### config.mk
export PLATFORM = sky130hd
export DESIGN_NAME = mask_bounding_box
export DESIGN_NICKNAME = d
export VERILOG_FILES = /design/src/rtl/core/mbb_pkg.sv /design/src/rtl/core/mbb_byte_scan.sv /design/src/rtl/core/mask_bounding_box.sv
export SDC_FILE = /design/constraint.sdc
export NUM_CORES = 1
export LEC_CHECK = 0
export ABC_CLOCK_PERIOD_IN_PS = 19900
export BUFFER_PORTS_ARGS = -buffer_cell sky130_fd_sc_hd__buf_2
export CORE_ASPECT_RATIO = 0.6
export CORE_UTILIZATION = 55
export DETAILED_ROUTE_END_ITERATION = 10
export GPL_ROUTABILITY_DRIVEN = 0
export HOLD_SLACK_MARGIN = 0.06
export PLACE_DENSITY = 0.74
export SYNTH_ARGS = -nofsm -noshare
export SYNTH_HDL_FRONTEND = slang
export SYNTH_SLANG_ARGS = --single-unit
### constraint.sdc
create_clock -name clk -period 19.9 [get_ports clk]
set_input_delay 2.985 -clock clk [delete_from_list [all_inputs] [get_ports clk]]
set_output_delay 2.985 -clock clk [all_outputs]
set_load 0.01 [all_outputs]
### src/rtl/core/mbb_pkg.sv
// Shared types, widths, register indexes and reset values of the mask bounding box block.
package mbb_pkg;

  localparam int unsigned DIM_W      = 11;
  localparam int unsigned STRIDE_W   = 8;
  localparam int unsigned BYTE_IDX_W = 7;
  localparam int unsigned CFG_IDX_W  = 4;
  localparam int unsigned CFG_DATA_W = 11;
  localparam int unsigned OUT_DATA_W = 48;

  localparam int unsigned DEF_MAX_WIDTH  = 1024;
  localparam int unsigned DEF_MAX_HEIGHT = 1024;

  localparam logic [CFG_IDX_W-1:0] REG_IMAGE_WIDTH  = 4'd0;
  localparam logic [CFG_IDX_W-1:0] REG_IMAGE_HEIGHT = 4'd1;
  localparam logic [CFG_IDX_W-1:0] REG_ROW_STRIDE   = 4'd2;
  localparam logic [CFG_IDX_W-1:0] REG_MASK_ENABLE  = 4'd3;

  localparam logic [DIM_W-1:0]    RST_IMAGE_WIDTH  = 11'd400;
  localparam logic [DIM_W-1:0]    RST_IMAGE_HEIGHT = 11'd240;
  localparam logic [STRIDE_W-1:0] RST_ROW_STRIDE   = 8'd52;
  localparam logic                RST_MASK_ENABLE  = 1'b1;

  localparam logic [STRIDE_W-1:0] STRIDE_MIN = 8'd1;
  localparam logic [STRIDE_W-1:0] STRIDE_MAX = 8'd128;

  // Set-pixel span found in one mask byte.
  typedef struct packed {
    logic             hit;
    logic [DIM_W-1:0] col_lo;
    logic [DIM_W-1:0] col_hi;
  } scan_t;

endpackage

### src/rtl/core/mbb_byte_scan.sv
// Masks one byte against the image width and priority-encodes its leftmost and rightmost set pixel.
module mbb_byte_scan (
  input  logic [7:0]                mask_byte,
  input  logic [mbb_pkg::DIM_W-1:0] base_col,
  input  logic [mbb_pkg::DIM_W-1:0] width,
  output mbb_pkg::scan_t            scan
);

  logic [7:0] valid_px;
  logic [7:0] set_px;
  logic [2:0] first_px;
  logic [2:0] last_px;

  // Pixel k of the byte sits in bit 7-k; it counts only left of the width.
  always_comb begin
    for (int k = 0; k < 8; k++) begin
      valid_px[k] = (base_col + mbb_pkg::DIM_W'(k)) < width;
      set_px[k]   = mask_byte[7-k] & valid_px[k];
    end
  end

  always_comb begin
    first_px = 3'd0;
    last_px  = 3'd0;
    for (int k = 7; k >= 0; k--) begin
      if (set_px[k]) begin
        first_px = 3'(k);
      end
    end
    for (int k = 0; k < 8; k++) begin
      if (set_px[k]) begin
        last_px = 3'(k);
      end
    end
  end

  assign scan.hit    = |set_px;
  assign scan.col_lo = base_col + mbb_pkg::DIM_W'(first_px);
  assign scan.col_hi = base_col + mbb_pkg::DIM_W'(last_px) + 11'd1;

endmodule

### src/rtl/core/mask_bounding_box.sv
// Top level of the mask bounding box block: input register, box tracking and result register.
//
// The block takes a 1-bit mask image one byte per item in raster order, row_stride_bytes
// bytes per row, bit 7 of each byte being the leftmost pixel, and tracks the smallest and
// one-past-largest column and row holding a set pixel. Pixels at or past image_width are
// ignored, as are rows at or past image_height. When the last byte of the last row has been
// processed one result item (box_x, box_y, box_width, box_height) is emitted and a new frame
// starts; an empty mask gives all zeros, and with mask_enable at 0 the result is the whole
// image (0, 0, width, height). Widths above MAX_WIDTH and heights above MAX_HEIGHT are
// clamped; a stride of 0 acts as 1 and one above 128 as 128. Each item is caught in an
// input register, and from there the byte scan (an 8-way width mask and priority encode)
// and the min/max update run and write the box registers and, at frame end, the result
// register. Items are accepted back to back; the input side stalls only when a frame-ending
// byte finds the previous result still waiting on the output. Configuration writes are
// always accepted and should be made while the block is idle.
module mask_bounding_box #(
  parameter int unsigned MAX_WIDTH  = mbb_pkg::DEF_MAX_WIDTH,
  parameter int unsigned MAX_HEIGHT = mbb_pkg::DEF_MAX_HEIGHT
) (
  input  logic                           clk,
  input  logic                           rst_n,
  // Configuration write channel.
  input  logic                           cfg_valid,
  output logic                           cfg_ready,
  input  logic [mbb_pkg::CFG_IDX_W-1:0]  cfg_index,
  input  logic [mbb_pkg::CFG_DATA_W-1:0] cfg_data,
  // Mask byte input.
  input  logic                           in_tvalid,
  output logic                           in_tready,
  input  logic [7:0]                     in_tdata,   // [7:0] mask_byte
  // Box result output.
  output logic                           out_tvalid,
  input  logic                           out_tready,
  // [10:0] box_x, [21:11] box_y, [32:22] box_width, [43:33] box_height, [47:44] zero
  output logic [mbb_pkg::OUT_DATA_W-1:0] out_tdata
);

  localparam int unsigned DW = mbb_pkg::DIM_W;
  localparam int unsigned SW = mbb_pkg::STRIDE_W;
  localparam int unsigned BW = mbb_pkg::BYTE_IDX_W;

  // Limits held two bits wider than the 11-bit registers so the compare is exact.
  localparam logic [12:0] MAX_W_L = 13'(MAX_WIDTH);
  localparam logic [12:0] MAX_H_L = 13'(MAX_HEIGHT);

  // Configuration registers.
  logic [DW-1:0] image_width_r;
  logic [DW-1:0] image_height_r;
  logic [SW-1:0] row_stride_r;
  logic          mask_enable_r;

  assign cfg_ready = 1'b1;

  always_ff @(posedge clk) begin
    if (!rst_n) begin
      image_width_r  <= mbb_pkg::RST_IMAGE_WIDTH;
      image_height_r <= mbb_pkg::RST_IMAGE_HEIGHT;
      row_stride_r   <= mbb_pkg::RST_ROW_STRIDE;
      mask_enable_r  <= mbb_pkg::RST_MASK_ENABLE;
    end else if (cfg_valid && cfg_ready) begin
      case (cfg_index)
        mbb_pkg::REG_IMAGE_WIDTH:  image_width_r  <= cfg_data[DW-1:0];
        mbb_pkg::REG_IMAGE_HEIGHT: image_height_r <= cfg_data[DW-1:0];
        mbb_pkg::REG_ROW_STRIDE:   row_stride_r   <= cfg_data[SW-1:0];
        mbb_pkg::REG_MASK_ENABLE:  mask_enable_r  <= cfg_data[0];
        default: begin
        end
      endcase
    end
  end

  // Effective geometry after clamping.
  logic [DW-1:0] eff_w;
  logic [DW-1:0] eff_h;
  logic [SW-1:0] eff_stride;

  always_comb begin
    eff_w = (13'(image_width_r) > MAX_W_L) ? MAX_W_L[DW-1:0] : image_width_r;
    eff_h = (13'(image_height_r) > MAX_H_L) ? MAX_H_L[DW-1:0] : image_height_r;
    if (row_stride_r < mbb_pkg::STRIDE_MIN) begin
      eff_stride = mbb_pkg::STRIDE_MIN;
    end else if (row_stride_r > mbb_pkg::STRIDE_MAX) begin
      eff_stride = mbb_pkg::STRIDE_MAX;
    end else begin
      eff_stride = row_stride_r;
    end
  end

  // Input register.
  logic       s1_valid_r;
  logic [7:0] s1_byte_r;
  logic       s1_go;
  logic       out_free;

  // Frame position and box gathered so far.
  logic          found_r;
  logic [DW-1:0] row_count_r;
  logic [BW-1:0] byte_in_row_r;
  logic [DW-1:0] least_col_r;
  logic [DW-1:0] past_col_r;
  logic [DW-1:0] least_row_r;
  logic [DW-1:0] past_row_r;

  logic          found_nxt;
  logic [DW-1:0] least_col_nxt;
  logic [DW-1:0] past_col_nxt;
  logic [DW-1:0] least_row_nxt;
  logic [DW-1:0] past_row_nxt;

  logic [DW-1:0] base_col;
  logic [DW:0]   row_inc;
  logic          row_end;
  logic          frame_end;
  logic          row_hit;
  mbb_pkg::scan_t scan;

  function automatic logic [DW-4:0] base_col_hi(input logic [BW-1:0] idx);
    base_col_hi = (DW-3)'(idx);
  endfunction

  assign base_col = {base_col_hi(byte_in_row_r), 3'b000};

  mbb_byte_scan u_scan (
    .mask_byte (s1_byte_r),
    .base_col  (base_col),
    .width     (eff_w),
    .scan      (scan)
  );

  assign row_inc   = {1'b0, row_count_r} + 12'd1;
  assign row_end   = ({1'b0, byte_in_row_r} + 8'd1) >= eff_stride;
  assign frame_end = row_end && (row_inc >= {1'b0, eff_h});
  assign row_hit   = scan.hit && (row_count_r < eff_h);

  // A byte that ends a frame needs the result register free; any other byte always moves.
  assign out_free  = !out_tvalid || out_tready;
  assign s1_go     = s1_valid_r && (!frame_end || out_free);
  assign in_tready = !s1_valid_r || s1_go;

  always_ff @(posedge clk) begin
    if (!rst_n) begin
      s1_valid_r <= 1'b0;
    end else if (in_tready) begin
      s1_valid_r <= in_tvalid;
    end
  end

  always_ff @(posedge clk) begin
    if (in_tvalid && in_tready) begin
      s1_byte_r <= in_tdata;
    end
  end

  // Merge this byte's span into the box; the first hit of a frame seeds it.
  always_comb begin
    found_nxt     = found_r;
    least_col_nxt = least_col_r;
    past_col_nxt  = past_col_r;
    least_row_nxt = least_row_r;
    past_row_nxt  = past_row_r;
    if (row_hit) begin
      found_nxt = 1'b1;
      if (!found_r) begin
        least_col_nxt = scan.col_lo;
        past_col_nxt  = scan.col_hi;
        least_row_nxt = row_count_r;
        past_row_nxt  = row_inc[DW-1:0];
      end else begin
        if (scan.col_lo < least_col_r) begin
          least_col_nxt = scan.col_lo;
        end
        if (scan.col_hi > past_col_r) begin
          past_col_nxt = scan.col_hi;
        end
        if (row_count_r < least_row_r) begin
          least_row_nxt = row_count_r;
        end
        if (row_inc[DW-1:0] > past_row_r) begin
          past_row_nxt = row_inc[DW-1:0];
        end
      end
    end
  end

  always_ff @(posedge clk) begin
    if (!rst_n) begin
      found_r       <= 1'b0;
      row_count_r   <= '0;
      byte_in_row_r <= '0;
      least_col_r   <= '0;
      past_col_r    <= '0;
      least_row_r   <= '0;
      past_row_r    <= '0;
    end else if (s1_go) begin
      if (frame_end) begin
        found_r       <= 1'b0;
        row_count_r   <= '0;
        byte_in_row_r <= '0;
        least_col_r   <= '0;
        past_col_r    <= '0;
        least_row_r   <= '0;
        past_row_r    <= '0;
      end else begin
        found_r       <= found_nxt;
        least_col_r   <= least_col_nxt;
        past_col_r    <= past_col_nxt;
        least_row_r   <= least_row_nxt;
        past_row_r    <= past_row_nxt;
        if (row_end) begin
          byte_in_row_r <= '0;
          row_count_r   <= row_inc[DW-1:0];
        end else begin
          byte_in_row_r <= byte_in_row_r + 7'd1;
        end
      end
    end
  end

  // Result of the frame, taken from the box including the byte that ends it.
  logic [DW-1:0] res_x;
  logic [DW-1:0] res_y;
  logic [DW-1:0] res_w;
  logic [DW-1:0] res_h;

  always_comb begin
    res_x = '0;
    res_y = '0;
    res_w = '0;
    res_h = '0;
    if (!mask_enable_r) begin
      res_w = eff_w;
      res_h = eff_h;
    end else if (found_nxt) begin
      res_x = least_col_nxt;
      res_y = least_row_nxt;
      res_w = past_col_nxt - least_col_nxt;
      res_h = past_row_nxt - least_row_nxt;
    end
  end

  // Result register.
  logic                           out_valid_r;
  logic [mbb_pkg::OUT_DATA_W-1:0] out_data_r;

  always_ff @(posedge clk) begin
    if (!rst_n) begin
      out_valid_r <= 1'b0;
    end else if (s1_go && frame_end) begin
      out_valid_r <= 1'b1;
    end else if (out_tready) begin
      out_valid_r <= 1'b0;
    end
  end

  always_ff @(posedge clk) begin
    if (s1_go && frame_end) begin
      out_data_r <= {4'b0000, res_h, res_w, res_y, res_x};
    end
  end

  assign out_tvalid = out_valid_r;
  assign out_tdata  = out_data_r;

endmodule

## Word-level counts from Yosys, hierarchy flattened

Index checks and enable logic that the tools add are counted.

| word-level totals | value |
|---|---|
| register bits after elaboration | 148 |
| input port bits | 28 |
| output and inout port bits | 51 |
| logic and storage cells | 129 |

| cells by class | value |
|---|---|
| add/sub/neg operators | 15 |
| magnitude comparators | 19 |
| equal/unequal tests | 3 |
| muxes and demuxes | 47 |
| bitwise logic cells | 8 |
| reduce and logical (&&, ||, !) cells | 21 |

Operators by type and width:

| kind | count |
|---|---|
| 2-to-1 mux 11 bit | 24 |
| less-than comparator 11 bit | 10 |
| adder 10 x 3 -> 11 bit, second input constant | 4 |
| 2-to-1 mux 3 bit | 12 |
| adder 10 x 2 -> 11 bit, second input constant | 2 |
| adder 10 x 3 -> 11 bit | 2 |
| greater-than comparator 11 bit | 2 |
| greater-than comparator 11 bit, second input constant | 2 |
| subtractor 11 bit | 2 |
| 2-to-1 mux 8 bit | 2 |
| 2-to-1 mux 7 bit | 2 |
| adder 11 x 1 -> 12 bit, second input constant | 1 |
| >= comparator 12 x 11 -> 1 bit | 1 |
| AND reduction 2 bit | 6 |
| adder 10 x 1 -> 11 bit, second input constant | 1 |
| adder 11 x 1 -> 11 bit, second input constant | 1 |
| less-than comparator 10 x 11 -> 1 bit | 1 |
| adder 7 x 1 -> 8 bit, second input constant | 1 |
| bitwise AND 1 bit | 8 |
| == test 4 x 2 -> 1 bit, second input constant | 2 |
| >= comparator 8 bit | 1 |
| greater-than comparator 8 bit, second input constant | 1 |
| less-than comparator 8 x 1 -> 1 bit, second input constant | 1 |
| OR reduction 8 bit | 1 |
| other kinds (9) | 23 |

## Logic depth before layout (Yosys ltp)

| logic depth | value |
|---|---|
| word-level depth | 20 |
| mapped depth | 35 |
| depth with buffers taken out | 33 |

## Cells and area by module

A second synthesis with hierarchy kept.

| unflattened totals | value |
|---|---|
| cell total of the unflattened synthesis | 1358 |
| area, all modules | 12055.3 um^2 |

By module, submodules not included:

| module | instances | cells an instance | area each (um^2) | seq. area each (um^2) |
|---|---|---|---|---|
| mask_bounding_box | 1 | 919 | 8828.5 | 3483.3 |
| mbb_byte_scan | 1 | 439 | 3226.8 | 0.0 |

## Worst setup path before layout

No wires, ideal clock.

| timing | value |
|---|---|
| path type | register to register |
| start | register image_width_r[10] |
| end | register out_data_r (netlist bit out_tdata[32]), data pin |
| library setup time | 0.272 ns |
| data arrival time | 6.520 ns |
| data required time | 19.628 ns |
| slack | 13.107 ns |
| cell stages (with the launch flop) | 36 |
| path buffers | 2 |
| clock period less this slack | 6.793 ns |
| path through | dfxtp_1 buf_4 clkinv_1 nand2_1 ha_1 and3_1 clkbuf_1 nand4_1 o21ai_0 a21boi_0 o21ai_0 a31oi_1 inv_1 ha_1 and2_1 nand4_1 xnor2_1 ha_1 a21oi_1 nor2_1 a2111oi_0 a21oi_1 nor3_1 nor3_4 mux2i_1 ha_1 inv_1 fa_1 a21oi_1 o211ai_1 o41ai_1 o21ai_0 or4_1 o211ai_1 xor2_1 o22ai_1 |

| on the way | value |
|---|---|
| longest elaborated chain between the ends | 20 |
| elaborated cells on any way between the ends | 50 |
| classes of those cells | add/sub (4); order compare (11); mux (25); bitwise (8); reduce/logical (2) |

RTL lines:

| element | RTL line | source |
|---|---|---|
| start: declaration | mask_bounding_box.sv:47 | `logic [DW-1:0] image_width_r;` |
| start signal: assignment | mask_bounding_box.sv:56 | `image_width_r <= mbb_pkg::RST_IMAGE_WIDTH;` |
| start signal: assignment | mask_bounding_box.sv:62 | `mbb_pkg::REG_IMAGE_WIDTH: image_width_r <= cfg_data[DW-1:0];` |
| greater-than comparator 11 bit | mask_bounding_box.sv:78 | `eff_w = (13'(image_width_r) > MAX_W_L) ? MAX_W_L[DW-1:0] : image_width_r;` |
| 2-to-1 mux 11 bit * | mask_bounding_box.sv:78 |  |
| less-than comparator 11 bit | mbb_byte_scan.sv:17 | `valid_px[k] = (base_col + mbb_pkg::DIM_W'(k)) < width;` |
| bitwise AND 1 bit | mbb_byte_scan.sv:18 | `set_px[k] = mask_byte[7-k] & valid_px[k];` |
| 2-to-1 mux 1 bit or 2-to-1 mux 3 bit (tied branches) | mbb_byte_scan.sv:31, mbb_byte_scan.sv:26 |  |
| 2-to-1 mux 2 bit or 2-to-1 mux 3 bit (tied branches) (2 in series) | mbb_byte_scan.sv:31, mbb_byte_scan.sv:26 |  |
| 2-to-1 mux 3 bit (on tied branches) (4 in series) | mbb_byte_scan.sv:31, mbb_byte_scan.sv:26 |  |
| adder 10 x 3 -> 11 bit or 2-to-1 mux 3 bit (tied branches) | mbb_byte_scan.sv:39, mbb_byte_scan.sv:26 |  |
| adder 11 x 1 -> 11 bit or adder 10 x 3 -> 11 bit (tied branches) | mbb_byte_scan.sv:39, mbb_byte_scan.sv:38 |  |
| greater-than comparator 11 bit or less-than comparator 11 bit (tied branches) | mask_bounding_box.sv:172, mask_bounding_box.sv:169 |  |
| 2-to-1 mux 11 bit (on tied branches) | mask_bounding_box.sv:172, mask_bounding_box.sv:169 |  |
| 2-to-1 mux 11 bit | mask_bounding_box.sv:163 | `if (!found_r) begin` |
| 2-to-1 mux 11 bit | mask_bounding_box.sv:161 | `if (row_hit) begin` |
| subtractor 11 bit | mask_bounding_box.sv:236 | `res_w = past_col_nxt - least_col_nxt;` |
| 2-to-1 mux 11 bit | mask_bounding_box.sv:233 | `end else if (found_nxt) begin` |
| 2-to-1 mux 11 bit * | mask_bounding_box.sv:230 | `if (!mask_enable_r) begin` |
| net res_w[10] | mask_bounding_box.sv:222 | `logic [DW-1:0] res_w;` |
| end signal: assignment | mask_bounding_box.sv:257 | `out_data_r <= {4'b0000, res_h, res_w, res_y, res_x};` |
| end: declaration | mask_bounding_box.sv:243 | `logic [mbb_pkg::OUT_DATA_W-1:0] out_data_r;` |

Mark *: on every way through the listed nets, which the timed path passes. The rest lies on a longest branch.
A chain may end at the register's enable or synchronous reset.

## Worst setup path after layout

Ends and elaborated chain as after synthesis.

==> metrics.md <==
| Metric | Value |
|---|---|
| Synthesis-to-layout area growth | 11.4% |
| Minimum clock period | just over 8000 ps |
| Total DRC errors in the routed layout | 0 |
| Data arrival time of the worst path | roughly 8400 ps |
| PortBufs | 73 |
| Type of the most critical hold path | register to register |
| Reg2reg path depth | 33 |
| Max-Cap Viols | 0 |
| Root buffer cell | clkbuf_16 |
| Tot GR Track Use | between 30% and 40% |
| Dpl hpwl | between 15 and 20 mm |
| Post-synth EDFFs | 52 |
| Max Fclk | ~120 MHz |
| Required @ worst endpoint | 20,040 ps |
| Worst setup SP type | register |
| #FFs+latches synth | 148 |
| Post-synthesis compound-gate area fraction | ~17% |
| Sequential area share after synthesis | a little over a third |
| IO Pins | 79 |
| Syn. warnings | 0 |
| # fillers | between 1,000 and 1,500 |
| Routed len/inst | just under 20 um |
| Post-CTS setup buffer count | 0 |
| Die Ht | ~100 um |
| Post-layout util | approximately 63% |
| Routed WL | roughly 27 mm |
| End of the worst hold path | least_col_r[9] |
| First-pass GRT wire length | 41.7 mm |
| Clock buffer depth | 2 |
| Slowest-stage cell, CP | dfxtp_1 |
| Ant diodes | 0 |
| CP Class | register to register |
| Fin Clk Skew | about 11 ps |
| XOR/XNOR Fraction of Synth Area | under 10% |
| CTS Buf Count | 17 |
| Via count | between 8,000 and 9,000 |
| Max incr delay on CP | 520 ps |
| Initial Util | roughly 56% |
| Syn Area/Cell | ~9.1 um^2 |
| RSZ-0062 raised after global routing | no |
| Worst r2r src | image_width_r[10] |
| Hold path cells | 2 |
| Ys async rst share | 0% |
| Die W | ~170 um |
| Critical Path Most Common Cell | ha_1 |
| Synthesized cell area | about 9700 um^2 |
| Cells after Synth | about 1,100 |
| 1st-pass router iterations | 7 |
| Fin. Hold Viols | 0 |
| Setup TNS | 0 ps |
| Worst Setup SP | image_width_r[10] |
| Worst R2R Setup Slack | between 10,000 and 15,000 ps |
| CTS clk-pin slew, worst paths | around 70 ps |
| Number of global-route vias before repair | around 7,500 |
| Simple-gate share of the synthesized area | 17.7% |
| Die area | roughly 18,000 um^2 |
| FF-to-FF End | out_tdata[32] |
| Site Rows | 37 |
| CTS Sinks | 148 |
| CP endpoint kind | register |
| Relative slew slack | between 20% and 30% |
| Main combinational cell family by area after synthesis | simple AND/OR/NAND/NOR gates |
| Clk_lat worst skew | between 400 and 500 ps |
| Post-route clock period utilization | 41.4% |
| Core Area | roughly 17,000 um^2 |
| Outcome | completed |
| Max Slew Vio Count | 0 |
| Global-route congestion overflow total | 0 |
| Fraction of layout cells with a size suffix above 1 | 12.7% |
| Finish-stage setup viols | 0 |
| Power Dens Cells | slightly below 70 nW/um^2 |
| Mux cell area share after synthesis | roughly 7% |
| Via density | between 6 and 7 |
| Synth Area in Adders | between 10% and 20% |
| Worst hold path startpoint | least_col_r[9] |
| DR iter-0 viols | between 900 and 1,000 |
| Yosys cell types | 71 |
| Cts hold-fix bufs | 0 |
| TritonCTS clock tree | built |
| Antenna violations before repair | 0 |
| Main synth FF type | dfxtp_1 |
| Maximum VDD drop | about 0.044 mV |
| Largest net degree at the start of global routing | 99 |
| Cts repair resizes | 0 |
| CTS H-tree depth | 4 |
| Leakage | 4.50 nW |
| Final antenna-violating net count | 0 |
| Critical path fanouts, max | 10 |
| Final net count | between 1,000 and 1,500 |
| Worst-Margin Slew | 1080 ps |
-- metal layers --
metal / wire length [um] / track usage, %
met1: 13400 / 47.1
met2: 10100 / 39.0
met3: 3210 / 10.1
met4: 172 / 5.75
met5: 0 / 0
-- per-stage QoR --
step / instances / total power, W / setup slack, ps / hold WS [ps] / area [um^2]
finish: 1363 / 0.000735 / 11670 / 524 / 10800
global route: 1363 / 0.000758 / 10900 / 544 / 10800
CTS: 1363 / 0.000735 / 11920 / 522 / 10800
detailed placement: 1331 / 0.000417 / 11970 / 504 / 10200
global placement: 1331 / 0.000416 / 12340 / 489 / 10200
floorplan: 1072 / 0.000393 / 13110 / 466 / 9690
-- registers in the layout, indices dropped and copies added, names as in the netlist --
signal and flops:
past_row_r 11, least_row_r 11, found_r 1, s1_byte_r 8, mask_enable_r 1, image_height_r 11
row_stride_r 8, row_count_r 11, least_col_r 11, s1_valid_r 1, out_tdata 44, byte_in_row_r 7
past_col_r 11, out_tvalid 1, image_width_r 11
-- logic make-up (layout without fill, tap and decap cells) --
logic type / count (synthesis) / after routing
other: 2 / 5
multiplexers: 66 / 66
flip-flops: 148 / 148
buffers and inverters: 124 / 181
AO/OA/AOI/OAI: 243 / 243
XOR/XNOR: 40 / 40
AND/OR/NAND/NOR: 342 / 342
adder cells (fa/ha/maj): 104 / 104
-- power breakdown --
part / leakage [nW] / internal [W] / total (W) / switching (W)
logic: 2.99 / 0.0000366 / 0.0000915 / 0.0000549
registers: 1.23 / 0.000318 / 0.000323 / 0.00000419
clock network: 0.282 / 0.000176 / 0.000321 / 0.000144
total: 4.50 / 0.000531 / 0.000735 / 0.000204
-- worst max-delay path, delay by kind of cell, from the launching register on --
kind,cells,cell delay (ps)
AO/OA/AOI/OAI,13,2720
XOR/XNOR,2,420
adder cells (fa/ha/maj),5,1250
buffers and inverters,3,570
flip-flops,1,520
multiplexers,1,230
AND/OR/NAND/NOR,9,2200
-- final cells by class --
| class | count | area, um^2 | area share (%) |
|---|---|---|---|
| inverters | 67 | 251 | 2.33 |
| flip-flops and latches | 148 | 3480 | 32.3 |
| clock inverters | 15 | 148 | 1.37 |
| clock buffers | 17 | 425 | 3.95 |
| multi-input cells | 800 | 5750 | 53.3 |
| repair buffers | 82 | 435 | 4.04 |
| well taps | 234 | 293 | 2.72 |
-- cells in the final DEF, fill, tap and decap left out, drive strengths merged, types with 52 or more instances in the layout --
cell | synthesis | routed
o21ai | 65 | 65
mux2i | 55 | 55
buf | 15 | 82
nor2b | 66 | 66
inv | 66 | 73
nand2 | 89 | 89
nor2 | 67 | 67
ha | 102 | 102
edfxtp | 52 | 52
dfxtp | 96 | 96
-- worst max-delay path by stage --
stage	end	slack, ps	cells past startpoint
final	out_tdata[32]	11670	33
after detailed placement	out_tdata[32]	11970	33
after CTS	out_tdata[32]	11920	33
after global placement	out_tdata[32]	12340	33
after floorplan	out_tdata[32]	13110	35
after global routing	out_tdata[32]	10900	33
-- cell usage after synthesis, types with 3 or more instances --
library cell,n,area (um^2)
and2_1,8,50.1
buf_4,7,52.6
ha_1,102,1280
a31o_2,3,26.3
a211oi_1,4,30.0
o31ai_1,4,30.0
buf_2,7,35.0
o211ai_1,12,90.1
a22oi_1,29,218
nand2_1,89,334
or3_1,4,25.0
edfxtp_1,52,1560
a21boi_0,14,105
and3_1,13,81.3
nor2_1,67,251
o21a_1,6,45.0
o2111ai_1,7,61.3
nand2b_1,8,50.1
inv_1,66,248
mux2_2,10,113
nor4_1,7,43.8
a31oi_1,12,75.1
nand4_1,11,68.8
xnor2_1,24,210
nand3_1,33,165
a21oi_1,37,185
clkbuf_1,41,154
dfxtp_1,96,1920
o21ai_0,64,320
a21o_1,16,120
o22ai_1,6,37.5
nor2b_1,66,413
nor3_1,21,105
mux2i_1,55,551
xor2_1,16,140
nand4b_1,3,26.3
(Power assumes the default switching activity.)
